[src/design/spc_pkg.sv]
// shared types and constants of the sparse polynomial combiner
package spc_pkg;

	localparam int OUT_LIMIT = 32;

	localparam logic [1:0] MODE_SUM = 2'd0;
	localparam logic [1:0] MODE_SUB = 2'd1;
	localparam logic [1:0] MODE_MUL = 2'd2;
	localparam logic [1:0] MODE_RSV = 2'd3;

	typedef struct packed {
		logic latch_term;
		logic tgt_set;
		logic tgt_prod;
		logic k_clr;
		logic k_inc;
		logic i_clr;
		logic i_inc;
		logic j_clr;
		logic j_inc;
		logic rd_i;
		logic append;
		logic buf_append;
		logic wr_merge;
		logic latch_a;
		logic mul;
		logic pc_clr;
		logic copy_wr;
		logic copy_done;
		logic finish_poly;
		logic emit_ld;
		logic emit_clr;
	} spc_cmd_t;

	typedef struct packed {
		logic       k_end;
		logic       match;
		logic       i_end;
		logic       j_end;
		logic       first;
		logic [1:0] mode;
		logic       pe;
		logic       je;
		logic       tgt_prod;
		logic       out_last;
	} spc_stat_t;

endpackage

[src/design/spc_ctrl.sv]
// sequencer that steps the combiner datapath through merge, product, copy and emit
module spc_ctrl (
	input  logic               clk,
	input  logic               arst_n,
	input  logic               in_valid,
	output logic               in_ready,
	output logic               out_valid,
	input  logic               out_ready,
	input  spc_pkg::spc_stat_t st,
	output spc_pkg::spc_cmd_t  cmd
);
	import spc_pkg::*;

	typedef enum logic [15:0] {
		S_IDLE  = 16'h0001,
		S_DISP  = 16'h0002,
		S_M_RD  = 16'h0004,
		S_M_CMP = 16'h0008,
		S_POST  = 16'h0010,
		S_P_A   = 16'h0020,
		S_P_B   = 16'h0040,
		S_P_C   = 16'h0080,
		S_P_D   = 16'h0100,
		S_C_RD  = 16'h0200,
		S_C_WR  = 16'h0400,
		S_FIN   = 16'h0800,
		S_E_RD  = 16'h1000,
		S_E_LD  = 16'h2000,
		S_E_W   = 16'h4000,
		S_SPARE = 16'h8000
	} state_t;

	state_t state_q, state_d;

	always_ff @(posedge clk or negedge arst_n) begin
		if (!arst_n) state_q <= S_IDLE;
		else state_q <= state_d;
	end

	assign in_ready  = state_q == S_IDLE;
	assign out_valid = state_q == S_E_W;

	always_comb begin
		cmd     = '0;
		state_d = state_q;
		case (state_q)
			S_IDLE: begin
				cmd.tgt_set = 1'b1;
				if (in_valid) begin
					cmd.latch_term = 1'b1;
					state_d = S_DISP;
				end
			end
			S_DISP: begin
				if (st.mode == MODE_SUM || (st.mode == MODE_SUB && !st.first)) begin
					cmd.k_clr = 1'b1;
					state_d = S_M_RD;
				end else if (st.first) begin
					cmd.append = 1'b1;
					state_d = S_POST;
				end else begin
					cmd.buf_append = 1'b1;
					state_d = S_POST;
				end
			end
			S_M_RD: begin
				if (st.k_end) begin
					cmd.append = 1'b1;
					state_d = st.tgt_prod ? S_P_C : S_POST;
				end else begin
					state_d = S_M_CMP;
				end
			end
			S_M_CMP: begin
				if (st.match) begin
					cmd.wr_merge = 1'b1;
					state_d = st.tgt_prod ? S_P_C : S_POST;
				end else begin
					cmd.k_inc = 1'b1;
					state_d = S_M_RD;
				end
			end
			S_POST: begin
				if (!st.pe) begin
					state_d = S_IDLE;
				end else if (st.mode == MODE_MUL && !st.first) begin
					cmd.i_clr    = 1'b1;
					cmd.pc_clr   = 1'b1;
					cmd.tgt_set  = 1'b1;
					cmd.tgt_prod = 1'b1;
					state_d = S_P_A;
				end else begin
					state_d = S_FIN;
				end
			end
			S_P_A: begin
				cmd.rd_i = 1'b1;
				if (st.i_end) begin
					cmd.k_clr = 1'b1;
					state_d = S_C_RD;
				end else begin
					cmd.j_clr = 1'b1;
					state_d = S_P_B;
				end
			end
			S_P_B: begin
				cmd.latch_a = 1'b1;
				state_d = S_P_C;
			end
			S_P_C: begin
				if (st.j_end) begin
					cmd.i_inc = 1'b1;
					state_d = S_P_A;
				end else begin
					state_d = S_P_D;
				end
			end
			S_P_D: begin
				cmd.mul   = 1'b1;
				cmd.j_inc = 1'b1;
				cmd.k_clr = 1'b1;
				state_d = S_M_RD;
			end
			S_C_RD: begin
				if (st.k_end) begin
					cmd.copy_done = 1'b1;
					cmd.tgt_set   = 1'b1;
					state_d = S_FIN;
				end else begin
					state_d = S_C_WR;
				end
			end
			S_C_WR: begin
				cmd.copy_wr = 1'b1;
				cmd.k_inc   = 1'b1;
				state_d = S_C_RD;
			end
			S_FIN: begin
				cmd.finish_poly = 1'b1;
				if (st.je) begin
					cmd.k_clr = 1'b1;
					state_d = S_E_RD;
				end else begin
					state_d = S_IDLE;
				end
			end
			S_E_RD: state_d = S_E_LD;
			S_E_LD: begin
				cmd.emit_ld = 1'b1;
				state_d = S_E_W;
			end
			S_E_W: begin
				if (out_ready) begin
					if (st.out_last) begin
						cmd.emit_clr = 1'b1;
						state_d = S_IDLE;
					end else begin
						cmd.k_inc = 1'b1;
						state_d = S_E_RD;
					end
				end
			end
			default: state_d = S_IDLE;
		endcase
	end

endmodule

[config.mk]
export PLATFORM = sky130hd
export DESIGN_NAME = spc_ctrl
export DESIGN_NICKNAME = d
export VERILOG_FILES = /design/src/design/spc_pkg.sv /design/src/design/spc_ctrl.sv
export SDC_FILE = /design/constraint.sdc
export NUM_CORES = 1
export LEC_CHECK = 0
export BUFFER_PORTS_ARGS = -buffer_cell sky130_fd_sc_hd__buf_4
export CORE_UTILIZATION = 30
export CTS_BUF_LIST = sky130_fd_sc_hd__clkbuf_4
export CTS_CLUSTER_DIAMETER = 200
export DETAILED_ROUTE_END_ITERATION = 8
export GPL_TIMING_DRIVEN = 0
export PLACE_DENSITY = 0.48
export SLEW_MARGIN = 20
export SYNTH_ARGS = -nofsm -noshare
export SYNTH_HDL_FRONTEND = slang
export SYNTH_SLANG_ARGS = --single-unit
[constraint.sdc]
create_clock -name clk -period 2.5 [get_ports clk]
set_input_delay 0.25 -clock clk [delete_from_list [all_inputs] [get_ports clk]]
set_output_delay 0.25 -clock clk [all_outputs]
set_load 0.05 [all_outputs]
---- Word level (Yosys, flattened, before mapping) ----
Index checks and enable logic that the tools add are counted.
word-level totals
  register bits ........................... 16
  bits of input ports ..................... 15
  output and inout bits ................... 23
  logic and storage cells ................. 79
operators by class
  equal/unequal tests ..................... 19
  multiplexer cells ....................... 53
  reduce and logical (&&, ||, !) cells .... 6
operator list
  operator              number
  $pmux 16 s15          1
  $mux 16               3
  $mux 1                32
  $mux 13               2
  $mux 12               2
  $mux 8                3
  $eq 16x1->1 const B   1
  $eq 16x10->1 const B  1
  $eq 16x11->1 const B  1
  $eq 16x12->1 const B  1
  $eq 16x13->1 const B  1
  $eq 16x14->1 const B  1
  $eq 16x15->1 const B  1
  $eq 16x2->1 const B   1
  $eq 16x3->1 const B   1
  $eq 16x4->1 const B   1
  $eq 16x5->1 const B   1
  $eq 16x6->1 const B   1
  $eq 16x7->1 const B   1
  $eq 16x8->1 const B   1
  $eq 16x9->1 const B   1
  $mux 10               1
  $mux 9                1
  $mux 2                3
  other kinds (13)      15

---- Longest topological paths before layout ----
  depth in word-level cells ............... 5
  depth in mapped cells ................... 7
  gate-level depth less buffers ........... 5

---- Worst setup path before layout ----
OpenSTA, ideal clock, no wires.
  kind .................................... register -> output
  start ................................... reg state_q[1]
  end ..................................... out cmd[13] (netlist bit)
  data arrival time ....................... 2.485 ns
  required time ........................... 2.250 ns
  setup slack ............................. -0.235 ns
  cell stages (with the launch flop) ...... 6
  path buffers ............................ 1
  cell sequence ........................... dfrtp_1 > buf_2 > nor4_4 > and4_1 > and4b_1 > nor2b_1
RTL lines
  what                    RTL line        text
  start, declared         spc_ctrl.sv:33  state_t state_q, state_d;
  start signal, assigned  spc_ctrl.sv:37  else state_q <= state_d;
  end, declared           spc_ctrl.sv:10  output spc_pkg::spc_cmd_t cmd

---- Worst setup path in the final report ----
  start ................................... reg state_q[11]
  end ..................................... reg state_q[0]
on the way
  cells in the longest elaborated chain, start to end .. 3
  elaborated cells between the ends (all ways) .. 19
  classes of those cells .................. eq/ne (17); mux (1); reduce/logical (1)
ends and longest elaborated chain
  what                                                              RTL line        text
  $eq 16x15->1 / $eq 16x1->1 (equally long branches)                spc_ctrl.sv:46  case (state_q)
  $ne 2x1->1 (no source line) / $ne 2x2->1 (equally long branches)  --
  $reduce_and 2->1 (no source line)                                 --
Parallel ways exist; a longest one is shown, timed or not.
A chain may end at the register's enable or synchronous reset.

==> results.py <==
metrics = {
    "outcome": {
        "outcome": "complete, but fails checks",
        "violated_checks": "setup timing",
    },
    "cells_and_area": {
        "proportion_of_layout_cells_with_a_drive_suffix_above_1_pct": 54.4,
        "layout.nets": 233,
        "layout-area-overhead-vs-synth_pct": 66.7,
        "top_regs": "state_q (15)",
        "number_of_fill_cells_in_the_layout": 372,
        "diodes": 0,
        "largest_register": "state_q",
        "fin_cells": 265,
        "postLayoutCellArea_sq_um": 1980,
        "max_ffs_per_register": 15,
    },
    "grt": {
        "groute.layer.met2.usage_pct": 33.1,
        "grt_antenna_before_repair": 0,
        "overflow": 0,
        "gr-max-usage-layer": "met2",
        "number_of_global_route_vias_before_repair": 1288,
        "grt_pass1_wl_um": 5950,
        "groute.layer.met1.usage_pct": 23.3,
        "track_usage_pct": 18.7,
        "grt.met3_usage_pct": 1.58,
        "grt_max_degree": 16,
    },
    "logic_synthesis": {
        "yosys.area.top_type_share_pct": 29.5,
        "synth-edff-count": 0,
        "synth_top_cells_by_area": "dfrtp_1, nor2_1, nor4_4",
        "synth_seq_cells": 15,
        "number_of_nets_in_the_synthesized_netlist": 158,
        "portion_of_the_post_synthesis_area_used_by_sequential_elements_pct": 31.7,
        "async_flop_share_pct": 100,
        "synthTopCellsByCount": "nor2_1, dfrtp_1, nand2_1",
        "synth.largest_area_cell": "dfrtp_1",
        "ys_warns": 0,
        "yosysUniqueCellTypes": 44,
        "synthFlopType": "dfrtp_1",
        "netlist_instances": 143,
        "mapped_cell_area_sq_um": 1190,
        "postSynthAreaPerCell_sq_um": 8.31,
        "yosys.cell_count.top_type": "nor2_1",
    },
    "routing": {
        "detailedRoute.firstPassIterationCount": 4,
        "vias": 1364,
        "drc": 0,
        "avgViaCountPerCell": 5.15,
        "wirelength_um": 3950,
        "drt_iter0_drc": 33,
        "antenna_left": 0,
        "avgRoutedWirePerCell_um": 14.9,
    },
    "sta": {
        "hold_viol_final": 0,
        "setup_ws_ns": -0.0400,
        "worst-slew-pin-transition_ns": 0.488,
        "slew_headroom_pct": 67.2,
        "worst_clock_skew_ns": 0.00172,
        "fin_hold_ws_ns": 0.105,
        "timing.final.max_slew_violations": 0,
        "finalCriticalPeriod_ns": 2.54,
        "timing.final.crit_share_pct": 102,
        "setup_viol": 4,
        "rsz_0062_raised_after_global_routing": "yes",
        "maxClockFrequency_mhz": 394,
    },
    "clocking": {
        "cts_tree": "built",
        "h-tree-depth": 1,
        "clock_insertion_delay_worst_skew_ns": 0.29,
        "clock_sinks": 15,
        "ctsRootBufferMaster": "clkbuf_4",
        "clock_path_buffers": 2,
        "cts_buffer_count": 3,
        "path_clk_slew_ns": 0.09,
    },
    "placement": {
        "post-place-cells": 228,
        "dpl-instance-area_sq_um": 1540,
        "detailedPlacementHpwl_um": 2680,
        "placement.setup.worst_slack_ns": -0.0645,
        "gp_congestion": 0.751,
        "io_buffers": 37,
    },
    "setup_path": {
        "cp_data_required_time_ns": 2.72,
        "worst-path-max-fanout": 3,
        "critical_path_arrival_ns": 2.76,
        "worstSetupEndpointType": "register",
        "criticalPathCategory": "reg2reg",
        "crit_path_start_kind": "register",
    },
    "power_and_ir_drop": {
        "power.switching_mw": 0.584,
        "power.share.sequential_pct": 21.2,
        "p_int_mw": 0.775,
        "p_sw_share_pct": 43.0,
        "irDropWorstVdd_v": 0.000638,
        "power_share_of_the_clock_group_pct": 11.5,
        "power_per_cell_area_nw_per_um2": 685,
        "cellLeakagePower_nw": 0.997,
        "comb_power_share_pct": 67.3,
    },
    "floorplanning": {
        "die_height_um": 64.9,
        "std_cell_rows": 22,
        "design.core.area_sq_um": 3740,
        "die-area_sq_um": 4220,
        "io_pins": 38,
        "die_w_um": 64.9,
        "initial_standard_cell_utilization_of_the_core_pct": 31.8,
    },
    "hold_path": {
        "timing.hold.worst.class": "in2reg",
    },
    "run": {
        "max_cap_check_violation_count": 0,
    },
}
-- cell usage in the layout, fill, tap and decap left out, drive strengths merged, types with 2 or more instances in the layout --
| cell | netlist | layout |
|---|---|---|
| buf | 5 | 76 |
| nor2 | 18 | 18 |
| dfrtp | 14 | 14 |
| nand2 | 13 | 13 |
| nand3 | 10 | 10 |
| inv | 8 | 8 |
| nor4b | 6 | 6 |
| o21ai | 6 | 6 |
| a21oi | 5 | 5 |
| nor2b | 5 | 5 |
| nor4 | 5 | 5 |
| nor3 | 5 | 5 |
| and3 | 4 | 4 |
| nand3b | 4 | 4 |
| xor2 | 4 | 4 |
| clkbuf | 2 | 4 |
| or2 | 3 | 3 |
| and4b | 2 | 2 |
| nand4 | 2 | 2 |
| nand2b | 2 | 2 |
| and2 | 2 | 2 |
| o211ai | 2 | 2 |
| o22ai | 2 | 2 |
| and4 | 2 | 2 |
-- through the flow --
step	power (mW)	setup TNS (ns)	utilization, %
4_1_cts	1.24	0	47.9
2_1_floorplan	0.735	0	-
6_report	1.36	-0.0984	52.9
3_3_place_gp	0.890	-0.0305	41.1
5_1_grt	1.44	-0.598	52.9
3_5_place_dp	0.895	-0.0645	41.1
-- kinds of logic after synthesis --
family                    synth area share [%]
and+or+nand+nor                           47.5
AOI/OAI and AO/OA                         11.8
DFF                                       31.7
buffers and inverters                     6.11
xor gates and xnor gates                  2.95
-- area by class of cell --
type	count	area [sq um]	area share, %
Buffer	5	38.8	1.96
Clock buffer	4	30.0	1.52
Inverter	8	32.5	1.64
Multi-Input combinational cell	113	851	42.9
Sequential cell	15	385	19.4
Tap cell	48	60.1	3.03
Timing Repair Buffer	72	584	29.5
-- metal layers --
metal,part of all wire (%),up-vias
met4,2.6,0
met1,41,635
met2,50,49
met5,0,-
met3,5.5,11
li1,-,669
-- critical path, cell delays in order (launching register included) --
cell and delay, ns:
dfrtp_2 0.44, nor4_4 0.36, buf_4 0.18, nand3_2 0.09, buf_4 0.15, buf_4 0.13
buf_4 0.12, buf_4 0.13, buf_4 0.12, buf_4 0.12, buf_4 0.12, buf_4 0.12
buf_4 0.12, o22ai_2 0.08, a211o_1 0.13, o21ai_1 0.07
-- timing repair --
action | in CTS | in global routing
gates resized for setup | 12 | 33
endpoints found under the hold margin | 14 | 0
endpoints found under the setup margin | 11 | 13
pin swaps | 6 | 13
hold buffers | 1 | 0
setup buffers | 24 | 10
-- power by group through the flow --
stage	clock (mW)	sequential (mW)	combinational, mW
floorplan	0	0.286	0.449
global route	0.174	0.291	0.970
detailed placement	0	0.291	0.604
finish	0.156	0.288	0.914
CTS	0.162	0.286	0.789
global placement	0	0.290	0.601
-- worst paths after layout --
path | startpoint | end | slack (ns) | cells past startpoint
setup / recovery | state_q[11] | state_q[0] | -0.04 | 15
hold / removal | st[7] | state_q[8] | 0.10 | 2
setup reg to reg | state_q[11] | state_q[0] | -0.04 | 15
hold reg to reg | state_q[12] | state_q[13] | 0.64 | 1
max in group asynchronous | arst_n | state_q[0] | 1.91 | 2
min in group asynchronous | arst_n | state_q[13] | 0.35 | 2
Power figures use the tool's default switching activity.
